$ cat src/ds402_enable_fault_reset_sequencer_core_defines.svh
// Assertion macros for the drive enable and fault-reset sequencer.
// Included by the top level; no other dependencies.
`ifndef DS402_ENABLE_FAULT_RESET_SEQUENCER_CORE_DEFINES_SVH
`define DS402_ENABLE_FAULT_RESET_SEQUENCER_CORE_DEFINES_SVH

`ifndef SYNTHESIS
`define DS402_ASSERT_IMP(lbl, clk, rst_n, ante, cons) \
    lbl: assert property (@(posedge clk) disable iff (!rst_n) (ante) |-> (cons)) \
        else $error("ds402 sequencer: same-cycle check failed");
`define DS402_ASSERT_NXT(lbl, clk, rst_n, ante, cons) \
    lbl: assert property (@(posedge clk) disable iff (!rst_n) (ante) |=> (cons)) \
        else $error("ds402 sequencer: next-cycle check failed");
`else
`define DS402_ASSERT_IMP(lbl, clk, rst_n, ante, cons)
`define DS402_ASSERT_NXT(lbl, clk, rst_n, ante, cons)
`endif

`endif

$ cat src/ds402_pkg.sv
// Shared types, control word codes and status decode for the sequencer.
// No dependencies.
`default_nettype none

package ds402_pkg;

    typedef enum logic [3:0] {
        ST_NOT_READY          = 4'd0,
        ST_SWITCH_ON_DISABLED = 4'd1,
        ST_READY              = 4'd2,
        ST_SWITCHED_ON        = 4'd3,
        ST_ENABLED            = 4'd4,
        ST_QUICK_STOP         = 4'd5,
        ST_FAULT_REACTION     = 4'd6,
        ST_FAULT              = 4'd7,
        ST_UNKNOWN            = 4'd8
    } drive_state_t;

    typedef enum logic [1:0] {
        PH_IDLE       = 2'd0,
        PH_LOW_BEFORE = 2'd1,
        PH_PULSE      = 2'd2,
        PH_LOW_AFTER  = 2'd3
    } phase_t;

    localparam logic [15:0] CW_DISABLE_VOLTAGE  = 16'h0000;
    localparam logic [15:0] CW_SHUTDOWN         = 16'h0006;
    localparam logic [15:0] CW_SWITCH_ON        = 16'h0007;
    localparam logic [15:0] CW_ENABLE_OPERATION = 16'h000F;
    localparam logic [15:0] CW_FAULT_RESET      = 16'h0080;

    // Only bits 6:0 of the status word take part in the decode.
    localparam int unsigned SW_DECODE_BITS = 7;

    localparam logic [SW_DECODE_BITS-1:0] MASK_4F = 7'h4F;
    localparam logic [SW_DECODE_BITS-1:0] MASK_6F = 7'h6F;

    function automatic drive_state_t decode_state(input logic [SW_DECODE_BITS-1:0] sw);
        logic [SW_DECODE_BITS-1:0] m4f;
        logic [SW_DECODE_BITS-1:0] m6f;
        drive_state_t              st;
        m4f = sw & MASK_4F;
        m6f = sw & MASK_6F;
        // First match wins.
        if (m4f == 7'h00)
            st = ST_NOT_READY;
        else if (m4f == 7'h40)
            st = ST_SWITCH_ON_DISABLED;
        else if (m6f == 7'h21)
            st = ST_READY;
        else if (m6f == 7'h23)
            st = ST_SWITCHED_ON;
        else if (m6f == 7'h27)
            st = ST_ENABLED;
        else if (m6f == 7'h07)
            st = ST_QUICK_STOP;
        else if (m4f == 7'h0F)
            st = ST_FAULT_REACTION;
        else if (m4f == 7'h08)
            st = ST_FAULT;
        else
            st = ST_UNKNOWN;
        return st;
    endfunction

    function automatic logic [15:0] enable_word(input drive_state_t st);
        logic [15:0] cw;
        case (st)
            ST_SWITCH_ON_DISABLED: cw = CW_SHUTDOWN;
            ST_READY:              cw = CW_SWITCH_ON;
            ST_SWITCHED_ON:        cw = CW_ENABLE_OPERATION;
            ST_ENABLED:            cw = CW_ENABLE_OPERATION;
            ST_QUICK_STOP:         cw = CW_ENABLE_OPERATION;
            default:               cw = CW_DISABLE_VOLTAGE;
        endcase
        return cw;
    endfunction

endpackage

`default_nettype wire

$ cat src/ds402_enable_fault_reset_sequencer_core.sv
// Path: an input beat goes through the input register, then the result register.
// Throughput: one beat per cycle while out_ready is high; decode and phase update are combinational.
// rst_n (async, active low) empties both stages and returns the reset phase to idle.
// The phase register advances only as an item moves into the result register,
// so results follow input order under any stall on either side.
`default_nettype none

`include "ds402_enable_fault_reset_sequencer_core_defines.svh"

module ds402_enable_fault_reset_sequencer_core (
    input  wire logic        clk,
    input  wire logic        rst_n,
    input  wire logic        in_valid,
    output logic             in_ready,
    input  wire logic [15:0] drive_status,
    input  wire logic        reset_request,
    output logic             out_valid,
    input  wire logic        out_ready,
    output logic [15:0]      control_word,
    output logic [3:0]       drive_state,
    output logic             reset_pending
);

    localparam int unsigned SwBits = ds402_pkg::SW_DECODE_BITS;

    // Input stage
    logic                    s1_valid_reg;
    logic [SwBits-1:0]       s1_status_reg;
    logic                    s1_req_reg;
    logic                    s1_adv;

    // Sequencer state
    ds402_pkg::phase_t       phase_reg;
    ds402_pkg::phase_t       phase_next;
    ds402_pkg::phase_t       phase_req;
    ds402_pkg::drive_state_t s1_state;
    logic [15:0]             cw_next;

    // Result stage
    logic                    out_valid_reg;
    logic [15:0]             control_word_reg;
    ds402_pkg::drive_state_t drive_state_reg;
    logic                    reset_pending_reg;

    // Check terms
    logic                    out_fault;
    logic                    out_pulse;
    logic                    s1_pulse_fault;

    assign s1_adv   = s1_valid_reg && (!out_valid_reg || out_ready);
    assign in_ready = !s1_valid_reg || s1_adv;

    always_ff @(posedge clk or negedge rst_n) begin
        if (!rst_n)
        begin
            s1_valid_reg <= 1'b0;
        end
        else if (in_valid && in_ready)
        begin
            s1_valid_reg <= 1'b1;
        end
        else if (s1_adv)
        begin
            s1_valid_reg <= 1'b0;
        end
    end

    always_ff @(posedge clk) begin
        if (in_valid && in_ready)
        begin
            s1_status_reg <= drive_status[SwBits-1:0];
            s1_req_reg    <= reset_request;
        end
    end

    assign s1_state = ds402_pkg::decode_state(s1_status_reg);

    // A request only starts a sequence from idle.
    assign phase_req = (s1_req_reg && phase_reg == ds402_pkg::PH_IDLE)
                       ? ds402_pkg::PH_LOW_BEFORE : phase_reg;

    // Next phase
    always_comb begin
        if (s1_state != ds402_pkg::ST_FAULT)
        begin
            phase_next = ds402_pkg::PH_IDLE;
        end
        else
        begin
            case (phase_req)
                ds402_pkg::PH_LOW_BEFORE: phase_next = ds402_pkg::PH_PULSE;
                ds402_pkg::PH_PULSE:      phase_next = ds402_pkg::PH_LOW_AFTER;
                default:                  phase_next = ds402_pkg::PH_IDLE;
            endcase
        end
    end

    // Control word
    always_comb begin
        if (s1_state != ds402_pkg::ST_FAULT)
        begin
            cw_next = ds402_pkg::enable_word(s1_state);
        end
        else
        begin
            case (phase_req)
                ds402_pkg::PH_PULSE: cw_next = ds402_pkg::CW_FAULT_RESET;
                default:             cw_next = ds402_pkg::CW_DISABLE_VOLTAGE;
            endcase
        end
    end

    always_ff @(posedge clk or negedge rst_n) begin
        if (!rst_n)
        begin
            phase_reg     <= ds402_pkg::PH_IDLE;
            out_valid_reg <= 1'b0;
        end
        else
        begin
            if (s1_adv)
            begin
                phase_reg     <= phase_next;
                out_valid_reg <= 1'b1;
            end
            else if (out_ready)
            begin
                out_valid_reg <= 1'b0;
            end
        end
    end

    always_ff @(posedge clk) begin
        if (s1_adv)
        begin
            control_word_reg  <= cw_next;
            drive_state_reg   <= s1_state;
            reset_pending_reg <= (phase_next != ds402_pkg::PH_IDLE);
        end
    end

    assign out_valid     = out_valid_reg;
    assign control_word  = control_word_reg;
    assign drive_state   = drive_state_reg;
    assign reset_pending = reset_pending_reg;

    assign out_fault      = (drive_state_reg == ds402_pkg::ST_FAULT);
    assign out_pulse      = (control_word_reg == ds402_pkg::CW_FAULT_RESET);
    assign s1_pulse_fault = (phase_reg == ds402_pkg::PH_PULSE)
                            && (s1_state == ds402_pkg::ST_FAULT);

    `DS402_ASSERT_IMP(a_pending_only_in_fault, clk, rst_n, out_valid && reset_pending, out_fault)
    `DS402_ASSERT_IMP(a_pulse_in_sequence, clk, rst_n, out_valid && out_pulse, reset_pending && out_fault)
    `DS402_ASSERT_NXT(a_pulse_follows_phase, clk, rst_n, s1_adv && s1_pulse_fault, out_valid && out_pulse)

endmodule

`default_nettype wire
$ cat config.mk
export PLATFORM = sky130hd
export DESIGN_NAME = ds402_enable_fault_reset_sequencer_core
export DESIGN_NICKNAME = d
export VERILOG_FILES = /design/src/ds402_pkg.sv /design/src/ds402_enable_fault_reset_sequencer_core.sv
export VERILOG_INCLUDE_DIRS = /design/src /design/src/src
export SDC_FILE = /design/constraint.sdc
export NUM_CORES = 1
export LEC_CHECK = 0
export ABC_AREA = 1
export BUFFER_PORTS_ARGS = -buffer_cell sky130_fd_sc_hd__buf_4
export CORE_MARGIN = 3
export CORE_UTILIZATION = 30
export DETAILED_ROUTE_END_ITERATION = 16
export GPL_ROUTABILITY_DRIVEN = 0
export PLACE_DENSITY = 0.6
export SKIP_CTS_REPAIR_TIMING = 1
export SYNTH_ARGS = -nofsm -noshare
export SYNTH_HDL_FRONTEND = slang
export SYNTH_SLANG_ARGS = --single-unit
export TNS_END_PERCENT = 20
$ cat constraint.sdc
create_clock -name clk -period 1.2 [get_ports clk]
set_input_delay 0.18 -clock clk [delete_from_list [all_inputs] [get_ports clk]]
set_output_delay 0.18 -clock clk [all_outputs]
set_load 0.005 [all_outputs]
==> impl_metrics.env, run 1 <==
export IMPL_combinational_share_of_power_pct=18.3
export IMPL_rows=19
export IMPL_path_clk_slew_ns=0.10
export IMPL_i_o_pin_count=44
export IMPL_numPlacedInstances=143
export IMPL_power_switching_w=0.000340
export IMPL_worst_r2r_cell_count=5
export IMPL_min_period_ns=1.22
export IMPL_pre_cts_ws_ns=-0.0708
export IMPL_asyncSetResetFlopFracSynth_pct=20.0
export IMPL_synth_common_cells="19 x sky130_fd_sc_hd__nand2_1, 16 x sky130_fd_sc_hd__edfxtp_1, 13 x sky130_fd_sc_hd__inv_1"
export IMPL_ctsRootBufferMaster="sky130_fd_sc_hd__clkbuf_4"
export IMPL_synth_most_common_cell="sky130_fd_sc_hd__nand2_1"
export IMPL_cts_sinks=20
export IMPL_worst_clock_skew_ns=0.000955
export IMPL_synth_avg_cell_area_sq_um=10.7
export IMPL_share_seq_of_total_power_pct=60.1
export IMPL_intPower_w=0.00110
export IMPL_critical_path_peak_fanout=3
export IMPL_syn_area_sq_um=932
export IMPL_hpwlAfterDp_um=1220
export IMPL_grt_pass1_vias=556
export IMPL_maxSlewViolCount=0
export IMPL_worst_setup_path_startpoint="s1_status_reg[0]"
export IMPL_synthDominantAreaCellType="sky130_fd_sc_hd__edfxtp_1"
export IMPL_worstSetupPathType="flop to flop"
export IMPL_yosys_warnings=0
export IMPL_via_per_inst=4.28
export IMPL_drtAntennaViolNets=0
export IMPL_synth_sequential_area_ratio_pct=62.3
export IMPL_post_route_cells_drive_above_1_share_pct=39.8
export IMPL_pwr_share_clk_pct=21.6
export IMPL_post_route_wl_um=1480
export IMPL_postSynthCellCount=87
export IMPL_outcome="finished with violations"
export IMPL_final_net_count=140
export IMPL_drtPass1Iterations=4
export IMPL_final_min_period_over_clock_period_pct=102
export IMPL_total_power_w=0.00144
export IMPL_pin_count_of_the_biggest_net_entering_global_routing=12
export IMPL_postSynthRegisterBits=20
export IMPL_cp_slowest_cell="sky130_fd_sc_hd__edfxtp_1"
export IMPL_die_area_sq_um=3810
export IMPL_cts_buffers=3
export IMPL_grtUsageTotal_pct=8.41
export IMPL_power_leakage_nw=0.575
export IMPL_endpoint_of_the_lowest_slack_register_to_register_path="control_word[1]"
export IMPL_setup_viol_count_final=2
export IMPL_synth_area_leaders="sky130_fd_sc_hd__edfxtp_1 52%, sky130_fd_sc_hd__dfrtp_1 11%, sky130_fd_sc_hd__buf_4 9.7%"
export IMPL_cts_htree_levels=1
export IMPL_drt_drc_violations_left=0
export IMPL_die_w_um=61.7
export IMPL_postLayoutSetupSlackWorst_ns=-0.0230
export IMPL_synth_edff_count=16
export IMPL_dpl_cell_area_sq_um=1130
export IMPL_antenna_cells_inserted=0
export IMPL_crit_path_end="control_word[1]"
export IMPL_crit_path_cell_trace="buf_4 > nand3_1 > inv_1 > o21ai_2 > nand2_1"
export IMPL_grt_first_pass_wirelength_um=2350
export IMPL_cp_required_ns=1.25
export IMPL_worst_endpoint_arrival_ns=1.27
export IMPL_hold_fails_final_rpt=0
export IMPL_synth_largest_type_area_fraction_pct=51.5
export IMPL_area_growth_syn_to_layout_pct=29.1
export IMPL_max_clock_path_buffers=2
export IMPL_largest_register_ff_count=6
export IMPL_overflow=0
export IMPL_finish_instance_area_sq_um=1200
export IMPL_grt_antenna_before_repair=0
export IMPL_synth_lib_cells_used_distinct=17
export IMPL_power_share_switching_pct=23.6
export IMPL_design_core_area_sq_um=2850
export IMPL_clk_insertion_delay_late_ns=0.29
export IMPL_crit_reg2reg_launch="s1_status_reg[0]"
export IMPL_worst_setup_path_end_kind="flop"
export IMPL_setup_crit_start_kind="flop"
export IMPL_cts_tree="yes"
export IMPL_p_per_area_nw_per_um2=1200
export IMPL_detailroute_via_count=638
export IMPL_wire_per_inst_um=9.93
export IMPL_worstHoldPathCells=1
export IMPL_vdd_ir_drop_max_mv=0.603
export IMPL_drtIter0Drc=6
export IMPL_finish_cell_count_without_fillers=149
export IMPL_port_buffers=22
export IMPL_postSynth_topFlopCell="sky130_fd_sc_hd__edfxtp_1"
export IMPL_cap_violations=0
export IMPL_setup_repair_after_global_routing_missed_its_margin="yes"
export IMPL_setup_tns_final_ns=-0.0277
export IMPL_failed_checks="setup timing"
export IMPL_highest_achievable_clock_rate_mhz=818
export IMPL_floorplan_initialDensity_pct=32.7
export IMPL_r2r_slack_ns=-0.02
export IMPL_holdCritPathClass="primary input to flop"
export IMPL_max_stage_delay_ns=0.45
export IMPL_die_y_um=61.7
-- worst max-delay path, delay by kind of cell, from the launching register on --
kind | cells | cell delay [ns]
simple gates | 2 | 0.19
buf+inv | 2 | 0.23
compound gates | 1 | 0.12
flops | 1 | 0.45
-- routing by layer --
layer	share of wire (%)	wire length, um	GRT usage (%)	vias to the layer above
met2	48	708	14.2	27
li1	-	-	-	323
met3	6.8	101	3.10	2
met5	0	0	0	-
met1	43	642	9.52	286
met4	1.8	27	3.64	0
-- how the worst min path moves through the flow --
stage                          startpoint          endpoint  slack, ns
after floorplan                     rst_n         out_valid      -0.12
after global placement              rst_n         out_valid      -0.02
after detailed placement            rst_n         out_valid      -0.02
after CTS                           rst_n      phase_reg[1]      -0.35
after global routing      drive_status[3]  s1_status_reg[3]       0.02
final                     drive_status[3]  s1_status_reg[3]       0.06
-- power groups by stage --
stage | Sequential (W) | Combinational [W] | Clock, W
2_1_floorplan | 0.000881 | 0.000120 | 0
3_3_place_gp | 0.000876 | 0.000244 | 0
3_5_place_dp | 0.000879 | 0.000252 | 0
4_1_cts | 0.000863 | 0.000252 | 0.000333
5_1_grt | 0.000874 | 0.000292 | 0.000376
6_report | 0.000865 | 0.000263 | 0.000311
-- layout make-up --
cell class	instances	area (sq um)
clock buffer	4	26.3
tap	31	38.8
fill	273	1650
timing repair buffer	29	236
sequential	20	581
inverter	13	48.8
multi-input combinational	52	273
-- metrics by stage --
stage,utilization [%],hold WS (ns)
after floorplan,-,-0.116
after global placement,39.7,-0.0223
after detailed placement,39.7,-0.0213
after CTS,40.7,-0.350
after global routing,42.2,0.0249
final,42.2,0.0600
-- cells in the final DEF, fill, tap and decap left out, drive strengths merged --
cell | synthesis | routed
nand2 | 20 | 20
buf | 12 | 28
nand4 | 5 | 5
edfxtp | 16 | 16
nand3 | 3 | 3
dfrtp | 4 | 4
nand3b | 1 | 1
clkbuf | 0 | 4
inv | 13 | 13
dlygate4sd3 | 0 | 1
nor3 | 1 | 1
conb | 1 | 11
o21ai | 2 | 2
nor2 | 9 | 9
-- cell families (layout without fill, tap and decap cells) --
| kind of cell | after synthesis | count (layout) | share of synthesized area (%) |
|---|---|---|---|
| buffers and inverters | 25 | 46 | 14.9 |
| AO/OA/AOI/OAI | 2 | 2 | 1.48 |
| AND/OR/NAND/NOR | 39 | 39 | 20.9 |
| flip-flops | 20 | 20 | 62.3 |
| other | 1 | 11 | 0.402 |
Power figures use the tool's default switching activity.
==> inputs of run 2 (changes only) <==
--- a/config.mk
+++ b/config.mk
@@ -7,7 +7,7 @@
 export NUM_CORES = 1
 export LEC_CHECK = 0
 export ABC_AREA = 1
-export BUFFER_PORTS_ARGS = -buffer_cell sky130_fd_sc_hd__buf_4
+export BUFFER_PORTS_ARGS = -buffer_cell sky130_fd_sc_hd__buf_2
 export CORE_MARGIN = 3
 export CORE_UTILIZATION = 30
 export DETAILED_ROUTE_END_ITERATION = 16
==> run 2 against run 1 <==
  * Sequential share of layout area increased by 1.3 points
  * The run still ends with setup timing left
  * Clock-buffer cell count decreased by 1
  * Cell area decreased by 2.7%
  * Global-route usage decreased by 0.075 points
  * Critical endpoint unchanged
==> impl_metrics.env, run 2 (synthesis results as in run 1) <==
export IMPL_global_route_usage_met1_pct=10.1
export IMPL_design_core_area_sq_um=2850
export IMPL_die_area_sq_um=3810
export IMPL_worstSetupPathType="flop to flop"
export IMPL_min_delay_start="reset_request"
export IMPL_via_per_inst=4.38
export IMPL_ctsRootBufferMaster="sky130_fd_sc_hd__clkbuf_4"
export IMPL_i_o_pin_count=44
export IMPL_holdCritPathClass="primary input to flop"
export IMPL_outcome="finished with violations"
export IMPL_cts_buffers=3
export IMPL_finish_cell_count_without_fillers=149
export IMPL_worst_r2r_cell_count=6
export IMPL_highest_achievable_clock_rate_mhz=821
export IMPL_cts_tree="yes"
export IMPL_critical_path_peak_fanout=3
export IMPL_layout_common_cells="22 x sky130_fd_sc_hd__buf_2, 19 x sky130_fd_sc_hd__nand2_1, 16 x sky130_fd_sc_hd__edfxtp_1, 13 x sky130_fd_sc_hd__inv_1, 11 x sky130_fd_sc_hd__conb_1"
export IMPL_cts_htree_levels=1
export IMPL_die_y_um=61.7
export IMPL_postLayoutSetupSlackWorst_ns=-0.0174
export IMPL_hpwlAfterDp_um=1170
export IMPL_drt_drc_violations_left=0
export IMPL_drtAntennaViolNets=0
export IMPL_setup_tns_final_ns=-0.0267
export IMPL_cts_sinks=20
export IMPL_wire_per_inst_um=9.83
export IMPL_numPlacedInstances=143
export IMPL_die_w_um=61.7
export IMPL_r2r_slack_ns=-0.02
export IMPL_failed_checks="setup timing"
export IMPL_drtPass1Iterations=4
export IMPL_p_per_area_nw_per_um2=1390
export IMPL_floorplan_initialDensity_pct=32.7
export IMPL_maxSlewViolCount=0
export IMPL_grtUsageTotal_pct=8.33
export IMPL_grt_antenna_before_repair=0
export IMPL_grt_pass1_vias=548
export IMPL_setup_crit_start_kind="flop"
export IMPL_grt_most_used_layer="met2"
export IMPL_rows=19
export IMPL_cp_required_ns=1.27
export IMPL_clk_insertion_delay_late_ns=0.30
export IMPL_path_clk_slew_ns=0.12
export IMPL_setup_viol_count_final=2
export IMPL_min_period_ns=1.22
export IMPL_setup_repair_after_global_routing_missed_its_margin="yes"
export IMPL_grt_first_pass_wirelength_um=2350
export IMPL_worst_endpoint_arrival_ns=1.29
export IMPL_max_clock_path_buffers=2
export IMPL_worst_clock_skew_ns=0.0163
export IMPL_power_leakage_nw=0.570
export IMPL_finish_instance_area_sq_um=1170
export IMPL_vdd_ir_drop_max_mv=0.911
export IMPL_endpoint_of_the_lowest_slack_register_to_register_path="control_word[1]"
export IMPL_post_route_cells_drive_above_1_share_pct=38.1
export IMPL_worst_setup_path_end_kind="flop"
export IMPL_detailroute_via_count=652
export IMPL_cap_violations=0
export IMPL_total_power_w=0.00163
export IMPL_worstHoldPathCells=1
export IMPL_post_route_wl_um=1470
export IMPL_area_growth_syn_to_layout_pct=25.6
export IMPL_layout_cells_most_common="sky130_fd_sc_hd__buf_2"
export IMPL_final_min_period_over_clock_period_pct=101
export IMPL_gr_usage_met2_pct=13.8
export IMPL_fill_cells=285
export IMPL_pin_count_of_the_biggest_net_entering_global_routing=13
export IMPL_met3_usage_pct=2.48
export IMPL_overflow=0
export IMPL_drtIter0Drc=7
export IMPL_largest_register_ff_count=6
export IMPL_antenna_cells_inserted=0
export IMPL_hold_path_end="s1_req_reg"
export IMPL_hold_fails_final_rpt=0
export IMPL_crit_reg2reg_launch="s1_status_reg[2]"
export IMPL_final_net_count=140
export IMPL_dpl_cell_area_sq_um=1080
export IMPL_port_buffers=22
-- run 2: layout make-up --
| cell class | count | area (sq um) | area share (%) |
|---|---|---|---|
| multi-input cells | 52 | 273 | 23.3 |
| inverters | 13 | 48.8 | 4.17 |
| repair buffers | 29 | 178 | 15.2 |
| clock inverters | 1 | 30.0 | 2.56 |
| well taps | 31 | 38.8 | 3.31 |
| flip-flops and latches | 20 | 581 | 49.6 |
| clock buffers | 3 | 22.5 | 1.92 |
-- run 2: how the worst max path moves through the flow --
stage | startpoint | endpoint | slack (ns) | cells past startpoint
floorplan | s1_status_reg[0] | control_word[1] | 0.03 | 6
detailed placement | s1_status_reg[2] | control_word[1] | -0.06 | 6
global placement | s1_status_reg[2] | control_word[1] | -0.05 | 6
finish | s1_status_reg[2] | control_word[1] | -0.02 | 6
CTS | s1_status_reg[2] | control_word[1] | -0.05 | 6
global route | s1_status_reg[2] | control_word[1] | -0.11 | 6
-- run 2: stage by stage --
step | hold slack (ns) | setup slack [ns] | util [%]
2_1_floorplan | -0.116 | 0.0298 | -
3_3_place_gp | -0.0132 | -0.0466 | 37.8
3_5_place_dp | -0.00966 | -0.0568 | 37.8
4_1_cts | -0.360 | -0.0508 | 39.6
5_1_grt | 0.0284 | -0.107 | 41.1
6_report | 0.0583 | -0.0174 | 41.1
-- run 2: power breakdown --
part           switching, W  internal (W)
clock              0.000204      0.000338
combinational      0.000124      0.000103
sequential        0.0000293      0.000831
total              0.000357       0.00127
-- run 2: worst max-delay path, cell delays in order, from the launching register on --
cell                       delay (ns)
sky130_fd_sc_hd__edfxtp_1        0.44
sky130_fd_sc_hd__nor2_2          0.15
sky130_fd_sc_hd__nand2_1         0.11
sky130_fd_sc_hd__nor2_4          0.13
sky130_fd_sc_hd__nor2_4          0.05
sky130_fd_sc_hd__o21ai_2         0.06
sky130_fd_sc_hd__nand2_1         0.06
-- run 2: per-layer routing --
layer / share of wire (%) / wire length, um
met1: 44 / 640
met2: 47 / 692
met3: 7.6 / 112
met4: 1.3 / 19
met5: 0 / 0
==> inputs of run 3 (changes only) <==
--- a/config.mk
+++ b/config.mk
@@ -6,13 +6,12 @@
 export SDC_FILE = /design/constraint.sdc
 export NUM_CORES = 1
 export LEC_CHECK = 0
-export ABC_AREA = 1
 export BUFFER_PORTS_ARGS = -buffer_cell sky130_fd_sc_hd__buf_2
 export CORE_MARGIN = 3
 export CORE_UTILIZATION = 30
 export DETAILED_ROUTE_END_ITERATION = 16
 export GPL_ROUTABILITY_DRIVEN = 0
-export PLACE_DENSITY = 0.6
+export PLACE_DENSITY = 0.59
 export SKIP_CTS_REPAIR_TIMING = 1
 export SYNTH_ARGS = -nofsm -noshare
 export SYNTH_HDL_FRONTEND = slang
==> run 3 against run 2 <==
  * The flow still finishes with violations (setup timing)
  * Synthesized area up 4.6%
  * Critical path depth shrank 3
  * Final cell count increased by 2.7%
  * Power down 17%
  * Setup slack got worse by 0.26 ns
  * Fmax down 18%
  * Core utilization down 1.3 points
  * Clock-buffer cell count did not move
  * Clock skew fell by 0.012 ns
  * Largest cell class unchanged
  * Largest power group unchanged
==> impl_metrics.env, run 3 <==
export IMPL_postSynth_topFlopCell="sky130_fd_sc_hd__edfxtp_1"
export IMPL_grt_pass1_vias=621
export IMPL_synth_sequential_area_ratio_pct=59.6
export IMPL_synth_largest_type_area_fraction_pct=49.3
export IMPL_syn_area_sq_um=975
export IMPL_seq_area_sq_um=581
export IMPL_combined_area_of_the_multi_input_logic_cells_sq_um=350
export IMPL_share_seq_of_total_power_pct=61.2
export IMPL_synth_most_common_cell="sky130_fd_sc_hd__edfxtp_1"
export IMPL_postSynthCellCount=76
export IMPL_crit_path_cell_trace="or4b_4 > a211o_1 > nor2_1"
export IMPL_yosys_warnings=0
export IMPL_path_clk_slew_ns=0.11
export IMPL_die_y_um=63
export IMPL_critical_path_peak_fanout=3
export IMPL_layout_common_cells="22 x sky130_fd_sc_hd__buf_2, 16 x sky130_fd_sc_hd__edfxtp_1, 11 x sky130_fd_sc_hd__conb_1, 10 x sky130_fd_sc_hd__buf_4"
export IMPL_power_leakage_nw=0.494
export IMPL_hpwlAfterDp_um=1220
export IMPL_synth_lib_cells_used_distinct=33
export IMPL_synth_simple_gate_area_share_pct=18.1
export IMPL_post_synthesis_share_of_cell_area_spent_on_full_adders_half_adders_and_majority_gates_pct=0
export IMPL_highest_achievable_clock_rate_mhz=677
export IMPL_min_delay_start="drive_status[5]"
export IMPL_pin_count_of_the_biggest_net_entering_global_routing=12
export IMPL_rows=20
export IMPL_largest_family_of_logic_cells_by_synthesized_area="simple AND/OR/NAND/NOR gates"
export IMPL_grt_most_used_layer="met2"
export IMPL_drtAntennaViolNets=0
export IMPL_ctsRootBufferMaster="sky130_fd_sc_hd__clkbuf_4"
export IMPL_maxSlewViolCount=0
export IMPL_vdd_ir_drop_max_mv=0.606
export IMPL_cts_tree="yes"
export IMPL_drt_drc_violations_left=0
export IMPL_r2r_slack_ns=-0.28
export IMPL_outcome="finished with violations"
export IMPL_muxShareOfSynthArea_pct=2.18
export IMPL_die_area_sq_um=3970
export IMPL_endpoint_of_the_lowest_slack_register_to_register_path="reset_pending"
export IMPL_dpl_cell_area_sq_um=1150
export IMPL_postLayoutSetupSlackWorst_ns=-0.277
export IMPL_hold_slack_ns=0.0596
export IMPL_design_core_area_sq_um=3080
export IMPL_fill_cells=311
export IMPL_grt_first_pass_wirelength_um=2700
export IMPL_area_growth_syn_to_layout_pct=25.4
export IMPL_drtIter0Drc=17
export IMPL_synth_avg_cell_area_sq_um=12.8
export IMPL_worst_endpoint_arrival_ns=1.64
export IMPL_gr_usage_met2_pct=14.6
export IMPL_final_min_period_over_clock_period_pct=123
export IMPL_max_clock_path_buffers=2
export IMPL_synth_compound_area_share_pct=7.32
export IMPL_post_route_wl_um=1530
export IMPL_holdCritPathClass="primary input to flop"
export IMPL_port_buffers=22
export IMPL_asyncSetResetFlopFracSynth_pct=20.0
export IMPL_synth_edff_count=16
export IMPL_worstHoldPathCells=1
export IMPL_worst_clock_skew_ns=0.00411
export IMPL_finish_instance_area_sq_um=1220
export IMPL_pwr_share_clk_pct=22.8
export IMPL_min_period_ns=1.48
export IMPL_hold_path_end="s1_status_reg[5]"
export IMPL_setup_repair_after_global_routing_missed_its_margin="yes"
export IMPL_worst_setup_path_end_kind="flop"
export IMPL_setup_crit_start_kind="flop"
export IMPL_via_per_inst=4.27
export IMPL_synthXorXnorAreaFrac_pct=0.899
export IMPL_intPower_w=0.00103
export IMPL_cp_required_ns=1.36
export IMPL_p_per_area_nw_per_um2=1110
export IMPL_grt_antenna_before_repair=0
export IMPL_cp_slowest_cell="sky130_fd_sc_hd__or4b_4"
export IMPL_die_w_um=63
export IMPL_worstSetupPathType="flop to flop"
export IMPL_synth_common_cells="16 x sky130_fd_sc_hd__edfxtp_1, 12 x sky130_fd_sc_hd__buf_4, 5 x sky130_fd_sc_hd__nor2_1"
export IMPL_synth_area_leaders="sky130_fd_sc_hd__edfxtp_1 49%, sky130_fd_sc_hd__dfrtp_1 10%, sky130_fd_sc_hd__buf_4 9.2%"
export IMPL_drtPass1Iterations=4
export IMPL_grtUsageTotal_pct=8.67
export IMPL_antenna_cells_inserted=0
export IMPL_post_route_cells_drive_above_1_share_pct=43.1
export IMPL_wire_per_inst_um=9.99
export IMPL_global_route_usage_met1_pct=9.31
export IMPL_cap_violations=0
export IMPL_cts_sinks=20
export IMPL_hold_fails_final_rpt=0
export IMPL_cts_htree_levels=1
export IMPL_largest_register_ff_count=6
export IMPL_detailroute_via_count=653
export IMPL_postSynthRegisterBits=20
export IMPL_power_switching_w=0.000318
export IMPL_synthDominantAreaCellType="sky130_fd_sc_hd__edfxtp_1"
export IMPL_crit_reg2reg_launch="s1_status_reg[0]"
export IMPL_met3_usage_pct=4.68
export IMPL_max_stage_delay_ns=0.58
export IMPL_worst_r2r_cell_count=3
export IMPL_final_net_count=131
export IMPL_i_o_pin_count=44
export IMPL_clk_insertion_delay_late_ns=0.29
export IMPL_setup_viol_count_final=9
export IMPL_layout_cells_most_common="sky130_fd_sc_hd__buf_2"
export IMPL_floorplan_initialDensity_pct=31.7
export IMPL_failed_checks="setup timing"
export IMPL_setup_tns_final_ns=-1.67
export IMPL_power_share_switching_pct=23.5
export IMPL_combinational_share_of_power_pct=16.0
export IMPL_overflow=0
export IMPL_cts_buffers=3
==> run 3: logic make-up after synthesis <==
family | Yosys count
flip-flops | 20
AO/OA/AOI/OAI | 10
other | 1
XOR/XNOR | 1
multiplexers | 2
buffers and inverters | 16
AND/OR/NAND/NOR | 26
==> run 3: cell type report <==
cell class,instances,area share [%]
inverters,1,0.307
repair buffers,34,16.9
clock buffers,3,1.84
well taps,44,4.50
flip-flops and latches,20,47.5
multi-input cells,50,28.7
clock inverters,1,0.307
==> run 3: metal layers <==
metal  vias up  wire length [um]
li1        324                 -
met1       299               641
met2        28               727
met3         2               147
met4         0                12
met5         -                 0
==> run 3: power groups by stage <==
| stage | Combinational (W) | Sequential [W] | Clock [W] |
|---|---|---|---|
| after floorplan | 0.000128 | 0.000851 | 0 |
| after global placement | 0.000195 | 0.000842 | 0 |
| after detailed placement | 0.000200 | 0.000845 | 0 |
| after CTS | 0.000200 | 0.000830 | 0.000330 |
| after global routing | 0.000242 | 0.000837 | 0.000366 |
| final | 0.000217 | 0.000828 | 0.000308 |
==> run 3: worst max-delay path: cells and delay by family (launching register included) <==
family           cells  cell delay (ns)
AND/OR/NAND/NOR      2             0.68
AO/OA/AOI/OAI        1             0.27
flip-flops           1             0.40
==> run 3: per-stage QoR <==
stage	util [%]	std cells	setup WS (ns)	power (W)
2_1_floorplan	-	86	-0.330	0.000979
3_3_place_gp	37.4	148	-0.234	0.00104
3_5_place_dp	37.4	148	-0.287	0.00105
4_1_cts	38.3	152	-0.301	0.00136
5_1_grt	39.7	153	-0.361	0.00144
6_report	39.7	153	-0.277	0.00135
==> run 3: how the worst max path moves through the flow <==
stage	end	slack [ns]	from
floorplan	reset_pending	-0.33	s1_status_reg[2]
global route	reset_pending	-0.36	s1_status_reg[0]
CTS	reset_pending	-0.30	s1_status_reg[0]
detailed placement	reset_pending	-0.29	s1_status_reg[0]
finish	reset_pending	-0.28	s1_status_reg[0]
global placement	reset_pending	-0.23	s1_status_reg[0]
